[config.mk]
export PLATFORM = sky130hd
export DESIGN_NAME = arcball_drag_quaternion_unit
export DESIGN_NICKNAME = d
export VERILOG_FILES = /design/src/rtl/adq_pkg.sv /design/src/rtl/adq_ctrl.sv /design/src/rtl/adq_datapath.sv /design/src/rtl/arcball_drag_quaternion_unit.sv
export SDC_FILE = /design/constraint.sdc
export NUM_CORES = 2
export LEC_CHECK = 0
export ABC_AREA = 1
export ABC_CLOCK_PERIOD_IN_PS = 7900
export BUFFER_PORTS_ARGS = -buffer_cell sky130_fd_sc_hd__buf_4
export CAP_MARGIN = 40
export CORE_ASPECT_RATIO = 0.7
export CORE_MARGIN = 2
export CORE_UTILIZATION = 54
export CTS_BUF_LIST = sky130_fd_sc_hd__clkbuf_8
export CTS_CLUSTER_SIZE = 8
export DETAILED_ROUTE_END_ITERATION = 12
export GPL_ROUTABILITY_DRIVEN = 0
export PLACE_DENSITY = 0.73
export SETUP_SLACK_MARGIN = 0.5
export SLEW_MARGIN = 15
export SYNTH_ARGS = -nofsm -noshare
export SYNTH_HDL_FRONTEND = slang
export SYNTH_HIERARCHICAL = 1
export SYNTH_SLANG_ARGS = --single-unit
[constraint.sdc]
create_clock -name clock -period 7.9 [get_ports clock]
set_input_delay 1.58 -clock clock [delete_from_list [all_inputs] [get_ports clock]]
set_output_delay 1.58 -clock clock [all_outputs]
set_load 0.01 [all_outputs]
[src/rtl/adq_pkg.sv]
`timescale 1ns / 1ps

package adq_pkg;

   localparam int CFG_W  = 12;
   localparam int POS_W  = 13;
   localparam int QUAT_W = 16;

   localparam logic [CFG_W-1:0] FRAME_RESET = 12'd200;

   // register indexes of the configuration port
   localparam logic CSR_FRAME_WIDTH  = 1'b0;
   localparam logic CSR_FRAME_HEIGHT = 1'b1;

   typedef enum logic [1:0] {
      FUNC_LEFT_PRESS  = 2'd0,
      FUNC_OTHER_PRESS = 2'd1,
      FUNC_MOVE        = 2'd2,
      FUNC_RELEASE     = 2'd3
   } func_type;

   typedef enum logic [1:0] {
      REPORT_QUAT  = 2'd0,
      REPORT_START = 2'd1,
      REPORT_END   = 2'd2
   } report_type;

   typedef enum logic [1:0] {
      DIV_PLANE_X = 2'd0,
      DIV_PLANE_Y = 2'd1,
      DIV_NORM_X  = 2'd2,
      DIV_NORM_Y  = 2'd3
   } div_sel_type;

   typedef enum logic [3:0] {
      S_IDLE,
      S_DECODE,
      S_DIV_GO,
      S_DIV_WAIT,
      S_MUL,
      S_ACC,
      S_NARROW,
      S_SQRT_GO,
      S_SQRT_WAIT,
      S_SPHERE,
      S_OUT
   } state_type;

   // product sequence: squares, dot, then the three cross terms
   typedef logic [3:0] mstep_type;
   localparam mstep_type STEP_UU      = 4'd0;
   localparam mstep_type STEP_VV      = 4'd1;
   localparam mstep_type STEP_DOT_XX  = 4'd2;
   localparam mstep_type STEP_DOT_YY  = 4'd3;
   localparam mstep_type STEP_DOT_END = 4'd4;
   localparam mstep_type STEP_CX_A    = 4'd5;
   localparam mstep_type STEP_CX_END  = 4'd6;
   localparam mstep_type STEP_CY_A    = 4'd7;
   localparam mstep_type STEP_CY_END  = 4'd8;
   localparam mstep_type STEP_CZ_A    = 4'd9;
   localparam mstep_type STEP_LAST    = 4'd10;

   typedef struct packed {
      logic        capture;
      logic        div_start;
      logic        div_store;
      div_sel_type div_sel;
      logic        sqrt_start;
      logic        sqrt_store;
      logic        mul_go;
      logic        acc_go;
      logic        narrow_go;
      mstep_type   mstep;
      logic        commit_start;
      logic        out_load;
      report_type  out_kind;
   } cmd_type;

   typedef struct packed {
      logic     div_done;
      logic     sqrt_done;
      logic     need_norm;
      func_type func;
   } status_type;

   function automatic logic step_first(mstep_type s);
      logic r;
      case (s)
         STEP_UU, STEP_DOT_XX, STEP_CX_A, STEP_CY_A, STEP_CZ_A: r = 1'b1;
         default: r = 1'b0;
      endcase
      return r;
   endfunction

   function automatic logic step_sub(mstep_type s);
      logic r;
      case (s)
         STEP_CX_END, STEP_CY_END, STEP_LAST: r = 1'b1;
         default: r = 1'b0;
      endcase
      return r;
   endfunction

   function automatic logic step_last(mstep_type s);
      logic r;
      case (s)
         STEP_VV, STEP_DOT_END, STEP_CX_END, STEP_CY_END, STEP_LAST: r = 1'b1;
         default: r = 1'b0;
      endcase
      return r;
   endfunction

endpackage

[src/rtl/adq_ctrl.sv]
`timescale 1ns / 1ps

module adq_ctrl (
   input  logic                clock,
   input  logic                reset,
   input  logic                req_valid,
   output logic                req_stall,
   output logic                rsp_valid,
   input  logic                rsp_stall,
   input  adq_pkg::status_type status,
   output adq_pkg::cmd_type    cmd
);
   import adq_pkg::*;

   state_type   state_ff, state_in;
   div_sel_type div_sel_ff, div_sel_in;
   mstep_type   mstep_ff, mstep_in;
   report_type  kind_ff, kind_in;
   logic        dragging_ff, dragging_in;
   logic        rsp_valid_ff, rsp_valid_in;

   always_ff @(posedge clock) begin
      if (reset) begin
         state_ff     <= S_IDLE;
         div_sel_ff   <= DIV_PLANE_X;
         mstep_ff     <= STEP_UU;
         kind_ff      <= REPORT_QUAT;
         dragging_ff  <= 1'b0;
         rsp_valid_ff <= 1'b0;
      end else begin
         state_ff     <= state_in;
         div_sel_ff   <= div_sel_in;
         mstep_ff     <= mstep_in;
         kind_ff      <= kind_in;
         dragging_ff  <= dragging_in;
         rsp_valid_ff <= rsp_valid_in;
      end
   end

   always_comb begin
      state_in    = state_ff;
      div_sel_in  = div_sel_ff;
      mstep_in    = mstep_ff;
      kind_in     = kind_ff;
      dragging_in = dragging_ff;
      req_stall   = 1'b1;
      cmd              = '0;
      cmd.div_sel      = div_sel_ff;
      cmd.mstep        = mstep_ff;
      cmd.out_kind     = kind_ff;
      case (state_ff)
         S_IDLE: begin
            req_stall = 1'b0;
            if (req_valid) begin
               cmd.capture = 1'b1;
               state_in    = S_DECODE;
            end
         end
         S_DECODE: begin
            case (status.func)
               FUNC_LEFT_PRESS: begin
                  div_sel_in = DIV_PLANE_X;
                  state_in   = S_DIV_GO;
               end
               FUNC_MOVE: begin
                  div_sel_in = DIV_PLANE_X;
                  state_in   = dragging_ff ? S_DIV_GO : S_IDLE;
               end
               FUNC_RELEASE: begin
                  if (dragging_ff) begin
                     dragging_in = 1'b0;
                     kind_in     = REPORT_END;
                     state_in    = S_OUT;
                  end else begin
                     state_in = S_IDLE;
                  end
               end
               default: state_in = S_IDLE;
            endcase
         end
         S_DIV_GO: begin
            cmd.div_start = 1'b1;
            state_in      = S_DIV_WAIT;
         end
         S_DIV_WAIT: begin
            if (status.div_done) begin
               cmd.div_store = 1'b1;
               case (div_sel_ff)
                  DIV_PLANE_X: begin
                     div_sel_in = DIV_PLANE_Y;
                     state_in   = S_DIV_GO;
                  end
                  DIV_PLANE_Y: begin
                     mstep_in = STEP_UU;
                     state_in = S_MUL;
                  end
                  DIV_NORM_X: begin
                     div_sel_in = DIV_NORM_Y;
                     state_in   = S_DIV_GO;
                  end
                  default: state_in = S_SPHERE;
               endcase
            end
         end
         S_MUL: begin
            cmd.mul_go = 1'b1;
            state_in   = S_ACC;
         end
         S_ACC: begin
            cmd.acc_go = 1'b1;
            if (mstep_ff == STEP_VV) begin
               state_in = S_SQRT_GO;
            end else if (step_last(mstep_ff)) begin
               state_in = S_NARROW;
            end else begin
               mstep_in = mstep_ff + 4'd1;
               state_in = S_MUL;
            end
         end
         S_NARROW: begin
            cmd.narrow_go = 1'b1;
            if (mstep_ff == STEP_LAST) begin
               kind_in  = REPORT_QUAT;
               state_in = S_OUT;
            end else begin
               mstep_in = mstep_ff + 4'd1;
               state_in = S_MUL;
            end
         end
         S_SQRT_GO: begin
            cmd.sqrt_start = 1'b1;
            state_in       = S_SQRT_WAIT;
         end
         S_SQRT_WAIT: begin
            if (status.sqrt_done) begin
               cmd.sqrt_store = 1'b1;
               if (status.need_norm) begin
                  div_sel_in = DIV_NORM_X;
                  state_in   = S_DIV_GO;
               end else begin
                  state_in = S_SPHERE;
               end
            end
         end
         S_SPHERE: begin
            if (status.func == FUNC_LEFT_PRESS) begin
               cmd.commit_start = 1'b1;
               kind_in          = REPORT_START;
               state_in         = S_OUT;
            end else begin
               mstep_in = STEP_DOT_XX;
               state_in = S_MUL;
            end
         end
         S_OUT: begin
            // wait for the output register to drain
            if (!rsp_valid_ff || !rsp_stall) begin
               cmd.out_load = 1'b1;
               if (kind_ff == REPORT_START) dragging_in = 1'b1;
               state_in = S_IDLE;
            end
         end
         default: state_in = S_IDLE;
      endcase
   end

   assign rsp_valid_in = cmd.out_load | (rsp_valid_ff & rsp_stall);
   assign rsp_valid    = rsp_valid_ff;

   a_load_free: assert property (@(posedge clock) disable iff (reset)
      cmd.out_load |-> (!rsp_valid_ff || !rsp_stall))
      else $error("result loaded over a beat still waiting");

   a_div_store: assert property (@(posedge clock) disable iff (reset)
      cmd.div_store |-> status.div_done)
      else $error("quotient stored before divider finished");

   a_drag_rise: assert property (@(posedge clock) disable iff (reset)
      $rose(dragging_ff) |-> $past(cmd.out_load && cmd.out_kind == REPORT_START))
      else $error("dragging set without a drag start report");

   a_quat_drag: assert property (@(posedge clock) disable iff (reset)
      (cmd.out_load && cmd.out_kind == REPORT_QUAT) |-> dragging_ff)
      else $error("rotation reported while not dragging");

endmodule

[src/rtl/adq_datapath.sv]
`timescale 1ns / 1ps

module adq_datapath #(
   parameter int FRAC_BITS = 14
) (
   input  logic                                   clock,
   input  logic                                   reset,
   input  adq_pkg::cmd_type                       cmd,
   output adq_pkg::status_type                    status,
   input  logic [1:0]                             req_func,
   input  logic signed [adq_pkg::POS_W-1:0]       req_pos_x,
   input  logic signed [adq_pkg::POS_W-1:0]       req_pos_y,
   input  logic                                   csr_valid,
   input  logic                                   csr_index,
   input  logic [adq_pkg::CFG_W-1:0]              csr_data,
   output logic [1:0]                             rsp_report_kind,
   output logic signed [adq_pkg::QUAT_W-1:0]      rsp_quat_w,
   output logic signed [adq_pkg::QUAT_W-1:0]      rsp_quat_x,
   output logic signed [adq_pkg::QUAT_W-1:0]      rsp_quat_y,
   output logic signed [adq_pkg::QUAT_W-1:0]      rsp_quat_z
);
   import adq_pkg::*;

   localparam int F   = FRAC_BITS;
   localparam int PW  = F + 5;
   localparam int SW  = F + 2;
   localparam int DW  = (F + 15 > 2 * F + 4) ? F + 15 : 2 * F + 4;
   localparam int VW  = (13 > F + 4) ? 13 : F + 4;
   localparam int CW  = $clog2(DW + 1);
   localparam int QW  = 2 * F + 8;
   localparam int RTW = F + 4;
   localparam int RRW = F + 7;
   localparam int SCW = $clog2(RTW + 1);
   localparam int AW  = 2 * PW;
   localparam int NMW = F + 17;

   localparam logic [PW-1:0]        LIM   = PW'(1) << (F + 3);
   localparam logic signed [AW-1:0] ONE2  = AW'(1) << (2 * F);
   localparam logic signed [AW-1:0] HALF  = AW'(1) << (F - 1);
   localparam logic signed [AW-1:0] QMAX  = (AW'(1) << (QUAT_W - 1)) - AW'(1);
   localparam logic signed [AW-1:0] QMIN  = -(AW'(1) << (QUAT_W - 1));

   // configuration
   logic [CFG_W-1:0] fw_ff, fw_in, fh_ff, fh_in;

   // captured item
   func_type                func_ff, func_in;
   logic signed [POS_W-1:0] px_ff, px_in, py_ff, py_in;

   // plane and sphere values
   logic signed [PW-1:0]  u_ff, u_in, v_ff, v_in;
   logic signed [SW-1:0]  nx_ff, nx_in, ny_ff, ny_in, nz_ff, nz_in;
   logic signed [SW-1:0]  sx_ff, sx_in, sy_ff, sy_in, sz_ff, sz_in;
   logic [RTW-1:0]        len_ff, len_in;

   // divider
   logic [DW-1:0] div_quo_ff, div_quo_in;
   logic [VW-1:0] div_den_ff, div_den_in, div_rem_ff, div_rem_in;
   logic [CW-1:0] div_cnt_ff, div_cnt_in;
   logic          div_neg_ff, div_neg_in;

   // square root
   logic [QW-1:0]  sq_src_ff, sq_src_in;
   logic [RRW-1:0] sq_rem_ff, sq_rem_in;
   logic [RTW-1:0] root_ff, root_in;
   logic [SCW-1:0] sq_cnt_ff, sq_cnt_in;

   // multiply and accumulate
   logic signed [AW-1:0] prod_ff, prod_in, acc_ff, acc_in;

   // quaternion and output
   logic signed [QUAT_W-1:0] qw_ff, qw_in, qx_ff, qx_in, qy_ff, qy_in, qz_ff, qz_in;
   logic [1:0]               kind_ff, kind_in;
   logic signed [QUAT_W-1:0] ow_ff, ow_in, ox_ff, ox_in, oy_ff, oy_in, oz_ff, oz_in;

   // operand setup
   logic signed [POS_W-1:0] p_sel;
   logic [CFG_W-1:0]        size_sel, w_eff;
   logic signed [NMW-1:0]   p_ext, w_ext, plane_num;
   logic [NMW-1:0]          plane_mag;
   logic signed [PW-1:0]    u_sel;
   logic [PW-1:0]           u_mag;
   logic [DW-1:0]           div_num;
   logic [VW-1:0]           div_d;
   logic                    div_sgn;
   logic [VW:0]             div_shift;
   logic                    div_fit;
   logic [PW-1:0]           div_mag;
   logic signed [PW-1:0]    div_res;
   logic [RRW-1:0]          sq_sh, sq_trial;
   logic                    sq_fit;
   logic                    need_norm;
   logic signed [PW-1:0]    mul_a, mul_b;
   logic signed [AW-1:0]    acc_base, rnd, shr;
   logic signed [QUAT_W-1:0] nar;

   assign need_norm = acc_ff > ONE2;

   always_comb begin
      p_sel     = (cmd.div_sel == DIV_PLANE_X) ? px_ff : py_ff;
      size_sel  = (cmd.div_sel == DIV_PLANE_X) ? fw_ff : fh_ff;
      w_eff     = (size_sel == '0) ? CFG_W'(1) : size_sel;
      p_ext     = NMW'(p_sel);
      w_ext     = NMW'($signed({1'b0, w_eff}));
      plane_num = (((p_ext <<< 1) - w_ext) <<< (F + 1)) + w_ext;
      plane_mag = plane_num[NMW-1] ? $unsigned(-plane_num + (w_ext <<< 1) - NMW'(1))
                                   : $unsigned(plane_num);
      u_sel     = (cmd.div_sel == DIV_NORM_X) ? u_ff : v_ff;
      u_mag     = u_sel[PW-1] ? $unsigned(-u_sel) : $unsigned(u_sel);
      if (cmd.div_sel == DIV_PLANE_X || cmd.div_sel == DIV_PLANE_Y) begin
         div_num = DW'(plane_mag);
         div_d   = VW'({w_eff, 1'b0});
         div_sgn = plane_num[NMW-1];
      end else begin
         // round half away from zero: add half the divisor to the magnitude
         div_num = (DW'(u_mag) << F) + DW'(len_ff >> 1);
         div_d   = VW'(len_ff);
         div_sgn = u_sel[PW-1];
      end
   end

   always_comb begin
      div_shift  = {div_rem_ff, div_quo_ff[DW-1]};
      div_fit    = div_shift >= {1'b0, div_den_ff};
      div_quo_in = div_quo_ff;
      div_den_in = div_den_ff;
      div_rem_in = div_rem_ff;
      div_neg_in = div_neg_ff;
      div_cnt_in = div_cnt_ff;
      if (cmd.div_start) begin
         div_quo_in = div_num;
         div_den_in = div_d;
         div_rem_in = '0;
         div_neg_in = div_sgn;
         div_cnt_in = CW'(DW);
      end else if (div_cnt_ff != '0) begin
         div_quo_in = {div_quo_ff[DW-2:0], div_fit};
         div_rem_in = div_fit ? VW'(div_shift - {1'b0, div_den_ff}) : div_shift[VW-1:0];
         div_cnt_in = div_cnt_ff - CW'(1);
      end
      div_mag = (div_quo_ff > DW'(LIM)) ? LIM : div_quo_ff[PW-1:0];
      div_res = div_neg_ff ? -$signed(div_mag) : $signed(div_mag);
   end

   always_comb begin
      sq_sh     = {sq_rem_ff[RRW-3:0], sq_src_ff[QW-1 -: 2]};
      sq_trial  = RRW'({root_ff, 2'b01});
      sq_fit    = sq_sh >= sq_trial;
      sq_src_in = sq_src_ff;
      sq_rem_in = sq_rem_ff;
      root_in   = root_ff;
      sq_cnt_in = sq_cnt_ff;
      if (cmd.sqrt_start) begin
         sq_src_in = need_norm ? QW'(acc_ff) : QW'(ONE2 - acc_ff);
         sq_rem_in = '0;
         root_in   = '0;
         sq_cnt_in = SCW'(RTW);
      end else if (sq_cnt_ff != '0) begin
         sq_src_in = sq_src_ff << 2;
         sq_rem_in = sq_fit ? sq_sh - sq_trial : sq_sh;
         root_in   = {root_ff[RTW-2:0], sq_fit};
         sq_cnt_in = sq_cnt_ff - SCW'(1);
      end
   end

   always_comb begin
      case (cmd.mstep)
         STEP_UU:      begin mul_a = u_ff;      mul_b = u_ff;      end
         STEP_VV:      begin mul_a = v_ff;      mul_b = v_ff;      end
         STEP_DOT_XX:  begin mul_a = PW'(nx_ff); mul_b = PW'(sx_ff); end
         STEP_DOT_YY:  begin mul_a = PW'(ny_ff); mul_b = PW'(sy_ff); end
         STEP_DOT_END: begin mul_a = PW'(nz_ff); mul_b = PW'(sz_ff); end
         STEP_CX_A:    begin mul_a = PW'(ny_ff); mul_b = PW'(sz_ff); end
         STEP_CX_END:  begin mul_a = PW'(nz_ff); mul_b = PW'(sy_ff); end
         STEP_CY_A:    begin mul_a = PW'(nz_ff); mul_b = PW'(sx_ff); end
         STEP_CY_END:  begin mul_a = PW'(nx_ff); mul_b = PW'(sz_ff); end
         STEP_CZ_A:    begin mul_a = PW'(nx_ff); mul_b = PW'(sy_ff); end
         STEP_LAST:    begin mul_a = PW'(ny_ff); mul_b = PW'(sx_ff); end
         default:      begin mul_a = '0;        mul_b = '0;        end
      endcase
      prod_in  = cmd.mul_go ? AW'(mul_a) * AW'(mul_b) : prod_ff;
      acc_base = step_first(cmd.mstep) ? '0 : acc_ff;
      acc_in   = acc_ff;
      if (cmd.acc_go) acc_in = step_sub(cmd.mstep) ? acc_base - prod_ff : acc_base + prod_ff;
      rnd = acc_ff + HALF;
      shr = rnd >>> F;
      if (shr > QMAX)      nar = QMAX[QUAT_W-1:0];
      else if (shr < QMIN) nar = QMIN[QUAT_W-1:0];
      else                 nar = shr[QUAT_W-1:0];
   end

   always_comb begin
      fw_in = fw_ff;
      fh_in = fh_ff;
      if (csr_valid) begin
         case (csr_index)
            CSR_FRAME_WIDTH:  fw_in = csr_data;
            CSR_FRAME_HEIGHT: fh_in = csr_data;
            default: ;
         endcase
      end
      func_in = cmd.capture ? func_type'(req_func) : func_ff;
      px_in   = cmd.capture ? req_pos_x : px_ff;
      py_in   = cmd.capture ? req_pos_y : py_ff;
      u_in = u_ff;  v_in = v_ff;
      nx_in = nx_ff; ny_in = ny_ff; nz_in = nz_ff;
      len_in = len_ff;
      if (cmd.div_store) begin
         case (cmd.div_sel)
            DIV_PLANE_X: u_in  = div_res;
            DIV_PLANE_Y: v_in  = div_res;
            DIV_NORM_X:  nx_in = SW'(div_res);
            default:     ny_in = SW'(div_res);
         endcase
      end
      if (cmd.sqrt_store) begin
         if (need_norm) begin
            len_in = root_ff;
            nz_in  = '0;
         end else begin
            nx_in = SW'(u_ff);
            ny_in = SW'(v_ff);
            nz_in = SW'(root_ff);
         end
      end
      sx_in = cmd.commit_start ? nx_ff : sx_ff;
      sy_in = cmd.commit_start ? ny_ff : sy_ff;
      sz_in = cmd.commit_start ? nz_ff : sz_ff;
      qw_in = qw_ff; qx_in = qx_ff; qy_in = qy_ff; qz_in = qz_ff;
      if (cmd.narrow_go) begin
         case (cmd.mstep)
            STEP_DOT_END: qw_in = nar;
            STEP_CX_END:  qx_in = nar;
            STEP_CY_END:  qy_in = nar;
            default:      qz_in = nar;
         endcase
      end
      kind_in = kind_ff;
      ow_in = ow_ff; ox_in = ox_ff; oy_in = oy_ff; oz_in = oz_ff;
      if (cmd.out_load) begin
         kind_in = cmd.out_kind;
         if (cmd.out_kind == REPORT_QUAT) begin
            ow_in = qw_ff; ox_in = qx_ff; oy_in = qy_ff; oz_in = qz_ff;
         end else begin
            ow_in = '0; ox_in = '0; oy_in = '0; oz_in = '0;
         end
      end
   end

   always_ff @(posedge clock) begin
      if (reset) begin
         fw_ff      <= FRAME_RESET;
         fh_ff      <= FRAME_RESET;
         sx_ff      <= '0;
         sy_ff      <= '0;
         sz_ff      <= '0;
         div_cnt_ff <= '0;
         sq_cnt_ff  <= '0;
      end else begin
         fw_ff      <= fw_in;
         fh_ff      <= fh_in;
         sx_ff      <= sx_in;
         sy_ff      <= sy_in;
         sz_ff      <= sz_in;
         div_cnt_ff <= div_cnt_in;
         sq_cnt_ff  <= sq_cnt_in;
      end
   end

   always_ff @(posedge clock) begin
      func_ff    <= func_in;
      px_ff      <= px_in;
      py_ff      <= py_in;
      u_ff       <= u_in;
      v_ff       <= v_in;
      nx_ff      <= nx_in;
      ny_ff      <= ny_in;
      nz_ff      <= nz_in;
      len_ff     <= len_in;
      div_quo_ff <= div_quo_in;
      div_den_ff <= div_den_in;
      div_rem_ff <= div_rem_in;
      div_neg_ff <= div_neg_in;
      sq_src_ff  <= sq_src_in;
      sq_rem_ff  <= sq_rem_in;
      root_ff    <= root_in;
      prod_ff    <= prod_in;
      acc_ff     <= acc_in;
      qw_ff      <= qw_in;
      qx_ff      <= qx_in;
      qy_ff      <= qy_in;
      qz_ff      <= qz_in;
      kind_ff    <= kind_in;
      ow_ff      <= ow_in;
      ox_ff      <= ox_in;
      oy_ff      <= oy_in;
      oz_ff      <= oz_in;
   end

   assign status.div_done  = (div_cnt_ff == '0);
   assign status.sqrt_done = (sq_cnt_ff == '0);
   assign status.need_norm = need_norm;
   assign status.func      = func_ff;

   assign rsp_report_kind = kind_ff;
   assign rsp_quat_w      = ow_ff;
   assign rsp_quat_x      = ox_ff;
   assign rsp_quat_y      = oy_ff;
   assign rsp_quat_z      = oz_ff;

endmodule

[src/rtl/arcball_drag_quaternion_unit.sv]
`timescale 1ns / 1ps

// Arcball drag unit: turns pointer events into drag reports and rotation
// quaternions (Q2.14 at the default fraction width).
// Input channel req_: one beat per pointer event (func, pos_x, pos_y),
//    taken when req_valid is high and req_stall is low.
// Result channel rsp_: one beat per report, held in an output register
//    while rsp_stall is high; a new event is taken while it waits.
// Configuration csr_: frame width (index 0) and height (index 1); always
//    ready, write only while no event is in flight.
// Work per event:
//    other press, or move/release while not dragging: no result.
//    release while dragging: drag end report to the output register.
//    left press: two divisions, two squares and a square root; two more
//    divisions normalise a point that lies outside the unit disc.
//    move while dragging: as left press plus nine products and 4
//    narrowing steps for the rotation quaternion.
// One radix-2 divider, one digit-serial square root and one multiplier are
// shared by all steps; the divider sets most of the latency.
// Reset: not dragging, start vector zero, both frame sizes 200, no result.
module arcball_drag_quaternion_unit #(
   parameter int FRAC_BITS = 14
) (
   input  logic                              clock,
   input  logic                              reset,
   input  logic                              req_valid,
   output logic                              req_stall,
   input  logic [1:0]                        req_func,
   input  logic signed [adq_pkg::POS_W-1:0]  req_pos_x,
   input  logic signed [adq_pkg::POS_W-1:0]  req_pos_y,
   output logic                              rsp_valid,
   input  logic                              rsp_stall,
   output logic [1:0]                        rsp_report_kind,
   output logic signed [adq_pkg::QUAT_W-1:0] rsp_quat_w,
   output logic signed [adq_pkg::QUAT_W-1:0] rsp_quat_x,
   output logic signed [adq_pkg::QUAT_W-1:0] rsp_quat_y,
   output logic signed [adq_pkg::QUAT_W-1:0] rsp_quat_z,
   input  logic                              csr_valid,
   output logic                              csr_ready,
   input  logic                              csr_index,
   input  logic [adq_pkg::CFG_W-1:0]         csr_data
);
   import adq_pkg::*;

   cmd_type    cmd;
   status_type status;

   // registers accept a beat in any cycle
   assign csr_ready = 1'b1;

   adq_ctrl u_ctrl (
      .clock     (clock),
      .reset     (reset),
      .req_valid (req_valid),
      .req_stall (req_stall),
      .rsp_valid (rsp_valid),
      .rsp_stall (rsp_stall),
      .status    (status),
      .cmd       (cmd)
   );

   adq_datapath #(
      .FRAC_BITS (FRAC_BITS)
   ) u_datapath (
      .clock           (clock),
      .reset           (reset),
      .cmd             (cmd),
      .status          (status),
      .req_func        (req_func),
      .req_pos_x       (req_pos_x),
      .req_pos_y       (req_pos_y),
      .csr_valid       (csr_valid),
      .csr_index       (csr_index),
      .csr_data        (csr_data),
      .rsp_report_kind (rsp_report_kind),
      .rsp_quat_w      (rsp_quat_w),
      .rsp_quat_x      (rsp_quat_x),
      .rsp_quat_y      (rsp_quat_y),
      .rsp_quat_z      (rsp_quat_z)
   );

endmodule
==> flow_summary.yaml <==
status:
  status: "finished, final reports clean"
die:
  start_util_pct: 54.5
  placementRows: 89
  core_um2: 84200
  pin_count: 115
  fp.dieArea_um2: 87400
  die_y_um: 248
  die_w_um: 352
worst_hold_path:
  hold_path.class: "flip-flop to flip-flop"
worst_setup_path:
  crit_path_end: "u_datapath/prod_ff[30]$_DFFE_PP_"
  start_kind: "flip-flop"
  crit_path_end_kind: "flip-flop"
  cp_num_buf_inv: 10
  r2r_start: "u_ctrl/mstep_ff[0]$_SDFFE_PP0P_"
  slowest_stage: "fa_1"
  crit_path_start: "u_ctrl/mstep_ff[0]$_SDFFE_PP0P_"
  r2r_slack_ns: 0.53
  cp.required_ns: 8.33
  rr_endpoint: "u_datapath/prod_ff[30]$_DFFE_PP_"
  crit_cells: 32
  arrival_ns: 7.80
  worst-path-max-fanout: 5
  critical_path_class: "flip-flop to flip-flop"
  ff2ff_path_depth: 32
  critPathTopFamily: "adder cells"
  slowest_delay_ns: 0.55
  cpMostUsedCell: "fa_1"
cells_and_area:
  layout-drive-gt1-share_pct: 14.4
  final_util_pct: 62.6
  final_cells: 7072
  fin_nets: 6512
  synthToLayoutAreaGrowth_pct: 14.8
  design_area_um2: 52700
placed_design:
  dp.cells: 6780
  dp.final_hpwl_mm: 102
  placed_area_um2: 48700
  port_buffers: 113
clock_tree:
  cts_tree: "built"
  ctsHoldBuffers: 0
  cts_max_level: 3
  clk_pin_slew_ns: 0.07
  clock-sinks: 577
  clk_latency_ns: 0.72
  clock_path_buffers: 3
  cts_buffers: 90
  cts_root_buf: "clkbuf_8"
yosys:
  synth_cells: 5558
  synth-seq-cells: 577
  ys_seq_area_share_pct: 33.7
  ys_warn_count: 6
  synthArstFlopShare_pct: 0
  syn-num-nets: 6207
  synth_edf_count: 393
  syn_avg_cell_area_um2: 8.26
  ys_types: 68
  synth_ff_type: "edfxtp_1"
  synth_area_um2: 45900
timing:
  tightest_slew_ns: 0.996
  fin_crit_sh_pct: 93.3
  rsz0062_at_grt: "true"
  maxSlewViolCount: 0
  report.final.hold_viol_count: 0
  fmax_mhz: 136
  slew-limit-headroom_pct: 32.9
  setup_viol: 0
  min_period_ns: 7.37
  finalClockSkew_ns: 0.0484
  holdWs_ns: 0.425
global_route:
  grt_max_degree: 65
  grt_pass1_vias: 36853
  grt_antenna_before_repair: 3
  grt_remaining_overflow: 0
  grt_pass1_wl_mm: 205
  track_usage_pct: 30.0
route:
  drt_iter0_drc: 5477
  vias: 39414
  drt-wirelength-per-cell_um: 19.0
  drc_errors: 0
  wl_mm: 134
  avgViaCountPerCell: 5.57
  ant_nets: 0
  dr.pass1.iters: 10
pwr:
  powerDensity_nw_per_um2: 284
  worst_ir_drop_vdd_mv: 0.487
  finalPower_mw: 15.0
  power_leakage_nw: 25.1
job:
  max_cap_violations: 0
[cell usage after synthesis, drive strengths merged, types with 2 or more instances]
cell	n	area (um^2)
a211oi	5	37.5
a21boi	9	67.6
a21o	8	60.1
a21oi	274	1370
a221oi	13	114
a22oi	5	37.5
a31oi	65	407
a32o	5	50.1
a41oi	2	17.5
and2	2	15.0
and3	3	18.8
buf	47	302
clkbuf	123	462
clkinv	14	52.6
dfxtp	184	3680
edfxtp	393	11800
fa	374	7490
ha	229	2870
inv	1009	3790
mux2i	2	20.0
nand2	1069	4090
nand3	179	956
nand3b	10	100
nand4	64	428
nor2	743	2900
nor3	57	322
nor4	15	93.8
o211ai	21	158
o21a	5	37.5
o21ai	334	1720
o21bai	12	90.1
o221ai	6	52.6
o22ai	25	156
o311ai	2	17.5
o31ai	5	37.5
o41ai	2	17.5
or2	25	156
xnor2	78	683
xor2	133	1170
[logic make-up (layout without fill, tap and decap cells)]
| group | count (synthesis) | after routing | share of synthesized area, % |
|---|---|---|---|
| adders and majority gates | 603 | 603 | 22.6 |
| other | 1 | 3 | 0.00817 |
| and+or+nand+nor | 2169 | 2170 | 19.8 |
| buffers and inverters | 1193 | 1567 | 10.0 |
| xor gates and xnor gates | 211 | 211 | 4.04 |
| DFF | 577 | 577 | 33.7 |
| AOI/OAI and AO/OA | 802 | 802 | 9.78 |
| muxes | 2 | 2 | 0.0436 |
[layer usage]
| metal | global-route usage (%) | wire length [um] | vias up | share of wire, % |
|---|---|---|---|---|
| li1 | - | - | 18318 | - |
| met1 | 45.4 | 58500 | 18556 | 44 |
| met2 | 40.2 | 52100 | 2293 | 39 |
| met3 | 11.3 | 20600 | 243 | 15 |
| met4 | 6.69 | 2760 | 4 | 2.1 |
| met5 | 0 | 119 | - | 0.089 |
[flip-flops by register name (all words and copies together) (netlist names), 18 cells and up]
register	count
u_datapath/div_rem_ff	18
u_datapath/root_ff	18
u_datapath/u_ff	19
u_datapath/len_ff	18
u_datapath/div_quo_ff	32
u_datapath/div_den_ff	18
u_datapath/acc_ff	38
u_datapath/sq_src_ff	36
u_datapath/prod_ff	38
u_datapath/v_ff	19
u_datapath/sq_rem_ff	19
[layout by cell type (no fill, tap or decap), types with 46 or more instances in the layout]
master and count:
inv_1 996, o21ai_0 292, ha_1 196, a31oi_1 64, nand4_1 61, clkbuf_8 98, dfxtp_1 179, inv_2 54
edfxtp_1 393, xnor2_1 78, nor3_1 46, a21oi_1 256, nand2_1 1027, nand3_1 160, xor2_1 132, fa_1 348
buf_4 332, nor2_1 679
[worst reg2reg max path: cells and delay by family (launching register included)]
kind | cells | cell delay, ns
adder cells (fa/ha/maj) | 8 | 3.68
buffers and inverters | 10 | 1.14
AO/OA/AOI/OAI | 8 | 1.34
AND/OR/NAND/NOR | 5 | 0.48
XOR/XNOR | 1 | 0.09
flip-flops | 1 | 0.39
[what timing repair did]
action | 4_1_cts | 5_1_grt
pin swaps | 12 | 98
setup buffers | 31 | 90
endpoints found under the hold margin | 0 | 0
setup endpoints to repair | 21 | 22
resized for setup | 74 | 248
gates cloned | 0 | 4
[metrics by stage]
stage	TNS [ns]	setup slack [ns]
2_1_floorplan	0	0.502
3_3_place_gp	0	0.0756
3_5_place_dp	-0.332	-0.116
4_1_cts	0	0.497
5_1_grt	0	0.339
6_report	0	0.528
[where the power goes]
group          switching (mW)  internal, mW  total (mW)
registers               0.225          3.99        4.21
logic                    4.82          3.47        8.29
clock network            1.23          1.22        2.45
total                    6.28          8.67        15.0
[how the worst min path moves through the flow]
stage / startpoint / to / slack [ns] / cells past startpoint
finish: u_datapath/root_ff[15]$_SDFFE_PP0N_ / u_datapath/len_ff[15]$_DFFE_PP_ / 0.42 / 0
global route: u_datapath/root_ff[6]$_SDFFE_PP0N_ / u_datapath/len_ff[6]$_DFFE_PP_ / 0.42 / 0
CTS: u_datapath/root_ff[15]$_SDFFE_PP0N_ / u_datapath/len_ff[15]$_DFFE_PP_ / 0.43 / 0
detailed placement: u_datapath/root_ff[15]$_SDFFE_PP0N_ / u_datapath/len_ff[15]$_DFFE_PP_ / 0.42 / 0
global placement: u_datapath/root_ff[5]$_SDFFE_PP0N_ / u_datapath/len_ff[5]$_DFFE_PP_ / 0.41 / 0
floorplan: u_datapath/root_ff[0]$_SDFFE_PP0N_ / u_datapath/len_ff[0]$_DFFE_PP_ / 0.41 / 0
[cell type report]
class | count | area (um^2)
Clock buffer | 98 | 1350
Multi-Input combinational cell | 3789 | 26900
Antenna cell | 2 | 5.00
Sequential cell | 577 | 15500
Inverter | 1023 | 3900
Clock inverter | 64 | 358
Fill cell | 6973 | 31500
Tap cell | 1137 | 1420
Timing Repair Buffer | 382 | 3230
Note: power is estimated with default switching activity, not from simulation.
